===== src/rtl/core/cfg_pkg.sv =====
package cfg_pkg;

	// default timestamp width
	localparam int TIME_BITS_DEF = 32;

	// segment length and range bookkeeping
	localparam int MIN_PERIOD     = 50;
	localparam int RANGE_SEGMENTS = 5;
	localparam int SAT_MAX        = 255;

	// width of the ramp product handed to the divider
	localparam int PROD_BITS = 16;

	// brightness range codes
	localparam logic [1:0] RANGE_LOW  = 2'd0;
	localparam logic [1:0] RANGE_MID  = 2'd1;
	localparam logic [1:0] RANGE_HIGH = 2'd2;

	// divider pass selection
	localparam logic DIV_MODE_MOD  = 1'b0;
	localparam logic DIV_MODE_RAMP = 1'b1;

	typedef struct packed {
		logic start;
		logic mode;
	} div_ctrl_t;

	typedef struct packed {
		logic busy;
	} div_stat_t;

	// new target level within the given range; offset reduced by compare and subtract
	function automatic logic [7:0] draw_level(input logic [1:0] rng, input logic [5:0] r);
		logic [5:0] red;
		logic [7:0] lvl;
		begin
			red = r;
			lvl = 8'd0;
			unique case (rng)
				RANGE_LOW: begin
					if (r >= 6'd60)
						red = r - 6'd60;
					else if (r >= 6'd30)
						red = r - 6'd30;
					lvl = 8'd50 + {2'b00, red};
				end
				RANGE_MID: begin
					if (r >= 6'd40)
						red = r - 6'd40;
					lvl = 8'd107 + {2'b00, red};
				end
				default: begin
					if (r >= 6'd50)
						red = r - 6'd50;
					lvl = 8'd205 + {2'b00, red};
				end
			endcase
			draw_level = lvl;
		end
	endfunction

endpackage


===== src/rtl/core/cfg_serial_div.sv =====
module cfg_serial_div #(
	parameter int TIME_BITS = cfg_pkg::TIME_BITS_DEF
) (
	input  logic                           clk,
	input  logic                           arst_n,
	input  cfg_pkg::div_ctrl_t             ctrl,
	input  logic [TIME_BITS-1:0]           dividend,
	input  logic [7:0]                     divisor,
	output cfg_pkg::div_stat_t             stat,
	output logic [7:0]                     rem,
	output logic [cfg_pkg::PROD_BITS-1:0]  quo
);

	localparam int CW = $clog2(TIME_BITS + 1);
	localparam int PB = cfg_pkg::PROD_BITS;

	logic                 busy_q;
	logic [CW-1:0]        cnt_q;
	logic [7:0]           rem_q;
	logic [7:0]           div_q;
	logic [TIME_BITS-1:0] quo_q;

	logic [8:0] trial;
	logic       ge;

	// one restoring step per cycle
	always_comb begin
		trial = {rem_q, quo_q[TIME_BITS-1]};
		ge    = (trial >= {1'b0, div_q});
	end

	// step counter
	always_ff @(posedge clk or negedge arst_n) begin
		if (!arst_n) begin
			busy_q <= 1'b0;
			cnt_q  <= '0;
		end else if (ctrl.start) begin
			busy_q <= 1'b1;
			cnt_q  <= (ctrl.mode == cfg_pkg::DIV_MODE_RAMP) ? CW'(PB) : CW'(TIME_BITS);
		end else if (busy_q) begin
			cnt_q <= cnt_q - CW'(1);
			if (cnt_q == CW'(1))
				busy_q <= 1'b0;
		end
	end

	// remainder and quotient shift register; ramp pass left-aligns the product
	always_ff @(posedge clk) begin
		if (ctrl.start) begin
			rem_q <= '0;
			div_q <= divisor;
			if (ctrl.mode == cfg_pkg::DIV_MODE_RAMP)
				quo_q <= TIME_BITS'(dividend[PB-1:0]) << (TIME_BITS - PB);
			else
				quo_q <= dividend;
		end else if (busy_q) begin
			rem_q <= ge ? 8'(trial - {1'b0, div_q}) : trial[7:0];
			quo_q <= {quo_q[TIME_BITS-2:0], ge};
		end
	end

	assign stat.busy = busy_q;
	assign rem       = rem_q;
	assign quo       = quo_q[PB-1:0];

endmodule


===== src/rtl/core/candle_flicker_generator_core.sv =====
// Each input word passes through the single bit-serial divider, which runs a TIME_BITS-step
// modulo pass and then a 16-step ramp division; no new word is taken (in_stall high) until
// the result word has been registered.
// A finished result waits in the output register while the next word is taken.
// Reset (arst_n low, asynchronous): segment times and levels clear, five segments
// remain in the mid range, no result pending.
module candle_flicker_generator_core #(
	parameter int TIME_BITS = cfg_pkg::TIME_BITS_DEF
) (
	input  logic        clk,
	input  logic        arst_n,
	input  logic        in_valid,
	output logic        in_stall,
	input  logic [31:0] time_ms,
	input  logic [4:0]  rand_choice,
	input  logic [6:0]  rand_period,
	input  logic [5:0]  rand_level,
	output logic        out_valid,
	input  logic        out_stall,
	output logic [7:0]  brightness,
	output logic        segment_started
);

	localparam int TB_IN = (TIME_BITS < 32) ? TIME_BITS : 32;
	localparam int PB    = cfg_pkg::PROD_BITS;

	localparam logic [1:0] S_IDLE = 2'd0;
	localparam logic [1:0] S_MOD  = 2'd1;
	localparam logic [1:0] S_DIV  = 2'd2;

	logic [1:0]           state_q;
	logic [TIME_BITS-1:0] seg_start_q;
	logic [TIME_BITS-1:0] seg_end_q;
	logic [7:0]           width_q;
	logic [7:0]           from_q;
	logic [7:0]           to_q;
	logic [2:0]           segs_q;
	logic [1:0]           range_q;
	logic                 started_q;
	logic                 out_valid_q;
	logic [7:0]           bright_q;
	logic                 seg_started_q;

	logic                 accept;
	logic [TIME_BITS-1:0] t;
	logic                 started;
	logic [1:0]           range_d;
	logic [2:0]           segs_d;
	logic [7:0]           width_d;
	logic [TIME_BITS-1:0] diff_d;

	logic                 rising;
	logic [7:0]           mul_a;
	logic [7:0]           mul_b;
	logic [PB-1:0]        prod;
	logic [7:0]           base;
	logic [PB:0]          sum;
	logic                 finish;

	cfg_pkg::div_ctrl_t   div_ctrl;
	cfg_pkg::div_stat_t   div_stat;
	logic [TIME_BITS-1:0] div_dividend;
	logic [7:0]           div_divisor;
	logic [7:0]           div_rem;
	logic [PB-1:0]        div_quo;

	assign accept   = in_valid && !in_stall;
	assign in_stall = (state_q != S_IDLE);

	// segment restart decision and new segment values
	always_comb begin
		t       = TIME_BITS'(time_ms[TB_IN-1:0]);
		started = (t == '0) || (seg_end_q == '0) || (t > seg_end_q);
		range_d = range_q;
		segs_d  = segs_q - 3'd1;
		if (segs_q == 3'd0) begin
			segs_d = 3'(cfg_pkg::RANGE_SEGMENTS - 1);
			if (rand_choice == 5'd0)
				range_d = cfg_pkg::RANGE_LOW;
			else if (rand_choice == 5'd1)
				range_d = cfg_pkg::RANGE_HIGH;
			else
				range_d = cfg_pkg::RANGE_MID;
		end
		width_d = started ? (8'(cfg_pkg::MIN_PERIOD) + {1'b0, rand_period}) : width_q;
		diff_d  = started ? '0 : (t - seg_start_q);
	end

	// ramp product from the reduced offset
	always_comb begin
		rising = (from_q < to_q);
		mul_a  = rising ? div_rem : (width_q - div_rem);
		mul_b  = rising ? (to_q - from_q) : (from_q - to_q);
		prod   = PB'(mul_a) * PB'(mul_b);
		base   = rising ? from_q : to_q;
		sum    = (PB + 1)'(div_quo) + (PB + 1)'(base);
	end

	assign finish = (state_q == S_DIV) && !div_stat.busy && (!out_valid_q || !out_stall);

	// divider hand-off: modulo pass on accept, ramp pass after it
	always_comb begin
		div_ctrl.start = accept || ((state_q == S_MOD) && !div_stat.busy);
		div_ctrl.mode  = (state_q == S_MOD) ? cfg_pkg::DIV_MODE_RAMP : cfg_pkg::DIV_MODE_MOD;
		if (state_q == S_MOD) begin
			div_dividend = TIME_BITS'(prod);
			div_divisor  = width_q - 8'd1;
		end else begin
			div_dividend = diff_d;
			div_divisor  = width_d;
		end
	end

	cfg_serial_div #(
		.TIME_BITS(TIME_BITS)
	) u_div (
		.clk      (clk),
		.arst_n   (arst_n),
		.ctrl     (div_ctrl),
		.dividend (div_dividend),
		.divisor  (div_divisor),
		.stat     (div_stat),
		.rem      (div_rem),
		.quo      (div_quo)
	);

	// sequencer
	always_ff @(posedge clk or negedge arst_n) begin
		if (!arst_n) begin
			state_q <= S_IDLE;
		end else begin
			unique case (state_q)
				S_IDLE: begin
					if (accept)
						state_q <= S_MOD;
				end
				S_MOD: begin
					if (!div_stat.busy)
						state_q <= S_DIV;
				end
				S_DIV: begin
					if (finish)
						state_q <= S_IDLE;
				end
				default: begin
					state_q <= S_IDLE;
				end
			endcase
		end
	end

	// segment state
	always_ff @(posedge clk or negedge arst_n) begin
		if (!arst_n) begin
			seg_start_q <= '0;
			seg_end_q   <= '0;
			width_q     <= '0;
			from_q      <= '0;
			to_q        <= '0;
			segs_q      <= 3'(cfg_pkg::RANGE_SEGMENTS);
			range_q     <= cfg_pkg::RANGE_MID;
		end else if (accept && started) begin
			seg_start_q <= t;
			seg_end_q   <= t + TIME_BITS'(cfg_pkg::MIN_PERIOD) + TIME_BITS'(rand_period);
			width_q     <= width_d;
			from_q      <= to_q;
			to_q        <= cfg_pkg::draw_level(range_d, rand_level);
			segs_q      <= segs_d;
			range_q     <= range_d;
		end
	end

	always_ff @(posedge clk) begin
		if (accept)
			started_q <= started;
	end

	// output word register
	always_ff @(posedge clk or negedge arst_n) begin
		if (!arst_n)
			out_valid_q <= 1'b0;
		else if (finish)
			out_valid_q <= 1'b1;
		else if (!out_stall)
			out_valid_q <= 1'b0;
	end

	always_ff @(posedge clk) begin
		if (finish) begin
			bright_q      <= (sum > (PB + 1)'(cfg_pkg::SAT_MAX)) ? 8'(cfg_pkg::SAT_MAX) : sum[7:0];
			seg_started_q <= started_q;
		end
	end

	assign out_valid       = out_valid_q;
	assign brightness      = bright_q;
	assign segment_started = seg_started_q;

endmodule

===== config.mk =====
export PLATFORM = sky130hd
export DESIGN_NAME = candle_flicker_generator_core
export DESIGN_NICKNAME = d
export VERILOG_FILES = /design/src/rtl/core/cfg_pkg.sv /design/src/rtl/core/cfg_serial_div.sv /design/src/rtl/core/candle_flicker_generator_core.sv
export SDC_FILE = /design/constraint.sdc
export NUM_CORES = 1
export LEC_CHECK = 0
export ABC_AREA = 1
export BUFFER_PORTS_ARGS = -buffer_cell sky130_fd_sc_hd__buf_4
export CAP_MARGIN = 5
export CORE_MARGIN = 2
export CORE_UTILIZATION = 25
export DETAILED_ROUTE_END_ITERATION = 10
export SYNTH_ARGS = -nofsm -noshare
export SYNTH_HDL_FRONTEND = slang
export SYNTH_SLANG_ARGS = --single-unit

===== constraint.sdc =====
create_clock -name clk -period 9.5 [get_ports clk]
set_clock_uncertainty 0.1 [all_clocks]
set_input_delay 1.9 -clock clk [delete_from_list [all_inputs] [get_ports clk]]
set_output_delay 1.9 -clock clk [all_outputs]
set_load 0.02 [all_outputs]

Word level (Yosys, flattened, before mapping). Cells that the tools add are included.

Register bits after elaboration: 161. Input bits: 54. Logic and storage cells: 116.

Add/subtract/negate cells: 19. Order comparisons: 8. Eq/ne operators: 9. Muxes and demuxes: 39. Reductions and logical operators: 23. $mul: 1.

Operators with widths (number): $mux 32 (5); $mux 6 (13); $logic_not 32->1 (2); $mux 8 (6); $add 32x6->32 const B (1); $add 32x7->32 (1); $gt 32x32->1 (1); $sub 32x32->32 (1); $sub 8x8->8 (4); $ge 6x6->1 const B (3); $sub 6x6->6 const B (3); $add 16x8->17 (1); $gt 17x8->1 const B (1); $mul 8x8->16 (1); $pmux 8 s2 (1); $mux 2 (6); $ge 9x8->1 (1); $add 6x7->8 const A (1); $add 7x6->8 const A (1); $add 7x7->8 const A (1); $lt 8x8->1 (1); $sub 8x1->8 const B (1); $add 6x6->7 const A (1); $eq 6x1->1 const B (1); other kinds (21) (41).

Depth between registers and ports, before layout. Gate-level depths: netlist of run 1.

Depth after elaboration: 10. Depth in mapped cells: 34.

Modules after synthesis. From an unflattened synthesis of run 1, not the netlist that was laid out.

Cell total of the unflattened synthesis: 2266. Area total of the unflattened synthesis: 16559.6 µm².

Modules (own cells, without submodules): candle_flicker_generator_core (cells each 1925, instances 1, area an instance 13394.1 µm²); cfg_serial_div (cells each 341, instances 1, area an instance 3165.5 µm²).

Least setup slack after synthesis of run 1. OpenSTA, ideal clock, no wires.

Kind: register to register. From: register from_q[0]. To: register u_div.quo_q[30], data pin. Arrival: 5.484 ns. Setup slack: 3.664 ns. Buffers on the path: 1. Library setup time: 0.252 ns. Stages on the path, launching flop included: 31. Data required time: 9.148 ns. Path through: dfrtp_1 -> inv_1 -> ha_1 -> inv_1 -> fa_1 -> nand3_1 -> nand2_1 -> nand4_1 -> nand2_4 -> buf_6 -> nand2_1 -> nand2_1 -> or2_1 -> fa_1 -> fa_1 -> inv_1 -> fa_1 -> inv_1 -> fa_1 -> inv_1 -> ha_1 -> a21oi_1 -> o21ai_0 -> a21oi_1 -> o21ai_0 -> a21oi_1 -> o21ai_0 -> nand2_1 -> inv_1 -> nand2_1 -> nand2_1.

Word-level cells in the longest chain between the ends: 6.

RTL lines: start: declaration (RTL line candle_flicker_generator_core.sv:35) `logic [7:0] from_q;`; start signal: assignment (RTL line candle_flicker_generator_core.sv:166) `from_q <= to_q;`; $sub 8x8->8 or $lt 8x8->1 (tied branches) (RTL line candle_flicker_generator_core.sv:93, candle_flicker_generator_core.sv:91); $mux 8 (on tied branches) (RTL line candle_flicker_generator_core.sv:93, candle_flicker_generator_core.sv:92); $mul 8x8->16 (*) (RTL line candle_flicker_generator_core.sv:94) `prod = PB'(mul_a) * PB'(mul_b);`; $mux 32 (*) (RTL line candle_flicker_generator_core.sv:105) `if (state_q == S_MOD) begin`; $mux 32 (*) (RTL line cfg_serial_div.sv:52) `if (ctrl.mode == cfg_pkg::DIV_MODE_RAMP)`; $mux 32 (*) (RTL line cfg_serial_div.sv:49) `if (ctrl.start) begin`; end signal: assignment (RTL line cfg_serial_div.sv:53) `quo_q <= TIME_BITS'(dividend[PB-1:0]) << (TIME_BITS - PB);`; end signal: assignment (RTL line cfg_serial_div.sv:55) `quo_q <= dividend;`; end signal: assignment (RTL line cfg_serial_div.sv:58) `quo_q <= {quo_q[TIME_BITS-2:0], ge};`; end: declaration (RTL line cfg_serial_div.sv:21) `logic [TIME_BITS-1:0] quo_q;`.

Mark *: on every way between the ends. The rest lies on a longest branch, timed or not. A chain may end at the register's enable or synchronous reset.

Worst setup path in the final report of run 1. Ends and elaborated chain as after synthesis.

==> flow_summary.rst, run 1 <==
.. list-table::
   :header-rows: 1

   * - Metric
     - Value
   * - Global-route usage over all layers
     - 0.137
   * - Count of max-cap constraint violations
     - 0
   * - Nature of the critical path startpoint
     - register
   * - Buffers on Ports
     - 64
   * - Latest clock arrival within the worst-skew pair
     - 0.48 ns
   * - Dpl hpwl
     - 35.4 mm
   * - Kind of end point of the critical path
     - register
   * - Post-CTS Setup Repair Bufs
     - 0
   * - Number of cells in the design after placement
     - 3,118
   * - Accumulated negative setup slack
     - 0 ns
   * - Clock Path Buffers
     - 2
   * - Total number of placement rows
     - 92
   * - Number of gates resized after CTS
     - 0
   * - DRC violation count after routing
     - 0
   * - Antenna violation net count after detailed routing
     - 0
   * - Area of the mapped netlist
     - 15,900 µm²
   * - Clock tree from TritonCTS
     - built
   * - Async set-reset flop share out of synthesis
     - 0.640
   * - Count of unique library cells instantiated by Yosys
     - 59
   * - Overall die height
     - 256 µm
   * - Number of antenna violations at the first check in global routing
     - 0
   * - Number of max-slew violations in the final report
     - 0
   * - Final period utilization
     - 0.700
   * - Post-synthesis compound-gate area fraction
     - 0.126
   * - Share of synthesized area occupied by flip-flops and latches
     - 0.267
   * - Count of mapped cells out of synthesis
     - 2,238
   * - Via Count
     - 14,100
   * - Top cell types by occurrence after synthesis
     - nand2_1, inv_1, nor2_1
   * - Final count of negative-setup-slack endpoints
     - 0
   * - Worst-path maximum fanout
     - 36
   * - Post-synthesis to final-layout area growth
     - 12.5%
   * - Die width
     - 256 µm
   * - Maximum clock rate
     - 150 MHz
   * - Biggest area consumer among synthesized cells
     - dfrtp_1
   * - Path type of the worst setup path
     - register to register
   * - Xor/xnor share of the synthesized area
     - 0.0528
   * - Overall die area
     - 65,500 µm²
   * - Number of flops mapped to enable cells by yosys
     - 50
   * - Iteration count of the initial detailed-routing pass
     - 5
   * - Number of hold-repair buffers added at the cts stage
     - 0
   * - Core box area
     - 62,900 µm²
   * - Wire length per cell after detailed routing
     - 14.0 µm
   * - Area share of the largest cell type after synthesis
     - 0.158
   * - Result of the run
     - completed
   * - Clock Root Buffer
     - clkbuf_16
   * - Pin count of the biggest net entering global routing
     - 69
   * - Synth Flop Type
     - dfrtp_1
   * - Flip-flop and latch count after synthesis
     - 161
   * - Sum of routed wire length over all layers
     - 44.2 mm
   * - Final hold viol count
     - 0
   * - Multiplexer fraction of the synthesized cell area
     - 0.00142
   * - Antenna cells
     - 0
   * - Final standard cell count with taps included and fillers excluded
     - 3,150
   * - Library cell with the highest instance count after synthesis
     - nand2_1
   * - Longest individual stage delay on the worst path
     - 0.58 ns
   * - Number of clock buffers inserted by TritonCTS
     - 17
   * - Adder-Cell Fraction of Synth Area
     - 0.191
   * - Drt first-iter violations
     - 925
   * - Final critical path time including I/O delays and setup
     - 6.65 ns
   * - Mapped Nets
     - 2,508
   * - Number of top-level pins
     - 65
   * - Number of inserted filler cells in the final layout
     - 7,014
   * - GR Overflow Total
     - 0
   * - Most area-consuming cells after synthesis
     - dfrtp_1, nand2_1, ha_1
   * - Sink Count
     - 161
   * - Fraction of final layout cells with drive strength greater than 1
     - 0.0621
   * - Slew at the pin closest to its max-slew limit
     - 1.02 ns
   * - Gpl congestion
     - 0.916
   * - Initial core utilization
     - 0.252
   * - CTS clock-pin slew for the worst setup and hold paths
     - 0.07 ns
   * - Level count of the clock H-tree
     - 4
   * - Worst Hold Class
     - register to register
   * - Simple logic cell fraction of the synthesized area
     - 0.263
   * - Avg Synthesized Cell Area
     - 7.09 µm²
   * - Largest family of logic cells by synthesized area
     - simple AND/OR/NAND/NOR gates
   * - Data required time at the worst endpoint
     - 9.62 ns
   * - Cell with the largest stage delay on the worst path
     - fa_1
   * - Arr. time, crit path
     - 6.77 ns
   * - Via count of the first global-routing pass
     - 13,800
   * - Vias per inst
     - 4.47
   * - First-pass GRT wire length
     - 72.5 mm
   * - Count of synthesis-stage warnings from yosys
     - 0
   * - Setup repair after global routing missed its margin
     - false
   * - Number of nets in the layout
     - 2,561
   * - Worst-case headroom to the max-slew limit
     - 0.319
-- registers in the layout, summed over array words and instances, names as in the netlist --
register	cells
seg_end_q	32
width_q	8
u_div.stat	1
state_q	2
seg_start_q	32
brightness	8
segment_started	1
range_q	2
u_div.div_q	8
segs_q	3
u_div.quo_q	32
u_div.cnt_q	6
out_valid	1
from_q	8
u_div.rem	8
to_q	8
started_q	1
-- logic make-up after synthesis --
logic type | count (synthesis)
adders and majority gates | 216
DFF | 161
muxes | 1
buffers and inverters | 393
xor gates and xnor gates | 93
AOI/OAI and AO/OA | 365
and+or+nand+nor | 1009
-- final cells by class --
cell class | instances | area (µm²) | area share
inverter | 356 | 1340 | 0.0750
timing repair buffer | 71 | 533 | 0.0299
sequential | 161 | 4240 | 0.238
tap | 846 | 1060 | 0.0593
multi-input combinational | 1684 | 10100 | 0.564
clock buffer | 17 | 425 | 0.0238
clock inverter | 15 | 188 | 0.0105
-- cell usage in the layout (no fill, tap or decap), drive strengths merged, types with 5 or more instances in the layout --
cell type / synthesis / layout
edfxtp: 50 / 50
a21o: 9 / 9
clkbuf: 11 / 17
nand3b: 5 / 5
nand2: 598 / 598
nor2: 210 / 210
xnor2: 32 / 32
dfrtp: 100 / 100
or2: 15 / 15
a21oi: 119 / 119
a21boi: 5 / 5
nand3: 115 / 115
ha: 173 / 173
nor4: 15 / 15
o21ai: 194 / 194
xor2: 61 / 61
nor3: 23 / 23
o22ai: 8 / 8
clkinv: 2 / 7
fa: 43 / 43
inv: 354 / 363
buf: 26 / 71
a31oi: 5 / 5
o21bai: 11 / 11
o21a: 5 / 5
dfxtp: 8 / 8
nand4: 22 / 22
-- routing by layer --
| metal | routed length [µm] | global-route usage | vias up |
|---|---|---|---|
| li1 | - | - | 7334 |
| met1 | 20200 | 0.176 | 6464 |
| met2 | 21600 | 0.239 | 238 |
| met3 | 1260 | 0.0134 | 53 |
| met4 | 1180 | 0.0494 | 0 |
| met5 | 0 | 0 | - |
-- path summary, 6_finish.rpt --
check | from | endpoint | slack, ns | cells after the start
min reg2reg | started_q | segment_started | 0.33 | 0
max | from_q[0] | u_div.quo_q[30] | 2.85 | 31
min in group asynchronous | arst_n | seg_end_q[26] | 1.41 | 1
max reg2reg | from_q[0] | u_div.quo_q[30] | 2.85 | 31
max in group asynchronous | arst_n | width_q[7] | 6.70 | 2
min | started_q | segment_started | 0.33 | 0
-- worst max-delay path: cells and delay by family (launching register included) --
family | cells | cell delay, ns
simple gates | 10 | 1.11
xor+xnor | 1 | 0.36
compound gates | 6 | 0.91
flops | 1 | 0.41
fa+ha+maj | 7 | 2.93
buf+inv | 7 | 0.57
-- through the flow --
step,utilization,cell area (µm²),setup WS (ns),hold WS [ns]
final,0.284,17800,2.85,0.334
after global routing,0.284,17800,2.41,0.340
after CTS,0.284,17800,2.85,0.337
after detailed placement,0.274,17200,2.87,0.319
after global placement,0.274,17200,2.93,0.326
after floorplan,-,15900,3.66,0.300
Power of run 1 is not shown: default switching activity piles up to over one toggle a cycle in this logic, so the estimate is an artifact.
==> inputs of run 2 (changes only) <==
==> constraint.sdc (replaced) <==
create_clock -name clk -period 6.4 [get_ports clk]
set_clock_uncertainty 0.1 [all_clocks]
set_input_delay 1.28 -clock clk [delete_from_list [all_inputs] [get_ports clk]]
set_output_delay 1.28 -clock clk [all_outputs]
set_load 0.02 [all_outputs]
==> run 2 against run 1 <==
Against the previous run:
- via count is 1.6% higher
- design area increased by 1.6%
- global-route usage up 0.21 points
- sequential cell count unchanged
- critical path type unchanged
==> flow_summary.rst, run 2 (same netlist as run 1, synthesis figures left out) <==
.. list-table::
   :header-rows: 1

   * - Metric
     - Value
   * - Result of the run
     - completed
   * - Gpl congestion
     - 0.953
   * - Post-synthesis to final-layout area growth
     - 14.3%
   * - First-pass GRT wire length
     - 73.6 mm
   * - Worst-case headroom to the max-slew limit
     - 0.331
   * - Level count of the clock H-tree
     - 4
   * - Worst Hold Class
     - register to register
   * - Via Count
     - 14,300
   * - Cell Area, Placed
     - 17,400 µm²
   * - Vias per inst
     - 4.51
   * - Drt first-iter violations
     - 932
   * - Maximum clock rate
     - 168 MHz
   * - Antenna cells
     - 0
   * - Initial core utilization
     - 0.252
   * - Wire length per cell after detailed routing
     - 14.1 µm
   * - Number of nets in the layout
     - 2,587
   * - Via count of the first global-routing pass
     - 14,100
   * - Die width
     - 256 µm
   * - Post-Place Setup Slack
     - 0.121 ns
   * - Global routing met1 resource utilization
     - 0.176
   * - Met3 demand-to-capacity share in global routing
     - 0.0166
   * - Hold-critical path depth
     - 0
   * - Accumulated negative setup slack
     - 0 ns
   * - Final count of negative-setup-slack endpoints
     - 0
   * - Slew at the pin closest to its max-slew limit
     - 0.992 ns
   * - Worst reg2reg path depth
     - 28
   * - Setup repair after global routing missed its margin
     - false
   * - Data required time at the worst endpoint
     - 6.50 ns
   * - Number of max-slew violations in the final report
     - 0
   * - Sum of routed wire length over all layers
     - 44.7 mm
   * - Path type of the worst setup path
     - register to register
   * - Sink Count
     - 161
   * - Clock Path Buffers
     - 2
   * - Hold Startpoint
     - started_q
   * - Cell seen most often among critical-path stages
     - fa_1
   * - Final critical path time including I/O delays and setup
     - 5.95 ns
   * - Leading registers by flop count
     - seg_end_q x32, seg_start_q x32, u_div.quo_q x32
   * - Number of antenna violations at the first check in global routing
     - 0
   * - Dpl hpwl
     - 35.9 mm
   * - Longest individual stage delay on the worst path
     - 0.54 ns
   * - Destination of the worst register-to-register timing path
     - u_div.quo_q[25]
   * - CTS clock-pin slew for the worst setup and hold paths
     - 0.07 ns
   * - Pin count of the biggest net entering global routing
     - 136
   * - Clock tree from TritonCTS
     - built
   * - GR Overflow Total
     - 0
   * - Final period utilization
     - 0.929
   * - GR Util met2
     - 0.243
   * - Top library cells by usage in the layout, fill and taps aside
     - nand2_1, inv_1, nor2_1, ha_1, o21ai_0
   * - Latest clock arrival within the worst-skew pair
     - 0.47 ns
   * - Leading cell type in the layout, fill and taps excluded
     - nand2_1
   * - Number of clock buffers inserted by TritonCTS
     - 17
   * - Nature of the critical path startpoint
     - register
   * - Fraction of final layout cells with drive strength greater than 1
     - 0.0790
   * - Cell with the largest stage delay on the worst path
     - fa_1
   * - Beginning of the critical path
     - width_q[0]
   * - Worst-path maximum fanout
     - 5
   * - Global-route usage over all layers
     - 0.139
   * - Most Used Layer, Global Route
     - met2
   * - Count of max-cap constraint violations
     - 0
   * - DRC violation count after routing
     - 0
   * - Hold WS
     - 0.343 ns
   * - Arr. time, crit path
     - 6.04 ns
   * - Final worst-path setup slack
     - 0.452 ns
   * - Overall die height
     - 256 µm
   * - Number of top-level pins
     - 65
   * - Iteration count of the initial detailed-routing pass
     - 5
   * - Core box area
     - 62,900 µm²
   * - Overall die area
     - 65,500 µm²
   * - Worst hold endpoint
     - segment_started
   * - Kind of end point of the critical path
     - register
   * - Number of hold-repair buffers added at the cts stage
     - 0
   * - Slack of the worst reg-to-reg path
     - 0.45 ns
   * - Antenna violation net count after detailed routing
     - 0
   * - Final hold viol count
     - 0
   * - Clock Root Buffer
     - clkbuf_16
   * - Buffers on Ports
     - 64
   * - Launch instance of the worst register-to-register path
     - width_q[0]
   * - Number of inserted filler cells in the final layout
     - 6,939
   * - Total number of placement rows
     - 92
   * - Summed area of non-filler cells in the final layout
     - 18,100 µm²
==> run 2: cell types whose count changed in the layout (fill, tap and decap cells not counted), moves of 5 or more <==
cell,previous run,this run
a21oi_1,115,110
a21oi_2,4,9
buf_4,71,94
ha_1,173,168
inv_8,7,0
==> run 2: how the worst max path moves through the flow <==
stage | end | slack, ns | depth (start not counted)
after floorplan | u_div.quo_q[30] | 0.56 | 30
after global placement | u_div.quo_q[30] | 0.13 | 30
after CTS | u_div.quo_q[30] | 0.10 | 30
final | u_div.quo_q[25] | 0.45 | 28
after global routing | u_div.quo_q[30] | 0.001 | 30
after detailed placement | u_div.quo_q[30] | 0.12 | 30
==> run 2: final cells by class <==
cell class	count	area, µm²	share of cell area
Clock buffer	20	437	0.0241
Timing Repair Buffer	96	737	0.0407
Multi-Input combinational cell	1685	10200	0.560
Clock inverter	12	156	0.00863
Tap cell	846	1060	0.0584
Sequential cell	161	4240	0.234
Inverter	356	1340	0.0740
==> run 2: critical path: cells and delay by family, from the launching register on <==
kind / cells / cell delay, ns
AO/OA/AOI/OAI: 8 / 1.15
AND/OR/NAND/NOR: 9 / 0.76
adder cells (fa/ha/maj): 7 / 2.99
flip-flops: 1 / 0.41
buffers and inverters: 4 / 0.26
==> run 2: routing by layer <==
layer | routed length, µm | share of wire
met1 | 20200 | 0.45
met2 | 21800 | 0.49
met3 | 1260 | 0.028
met4 | 1370 | 0.031
met5 | 0 | 0
==> run 2: stage by stage <==
stage,instances,utilization
floorplan,2238,-
global placement,3136,0.276
detailed placement,3136,0.276
CTS,3168,0.286
global route,3176,0.288
finish,3176,0.288
==> run 2: repair_timing <==
item / 4_1_cts / 5_1_grt
resized for setup: 0 / 27
setup buffers: 0 / 7
endpoints found under the setup margin: 0 / 8
Power of run 2 is left out for the same reason.
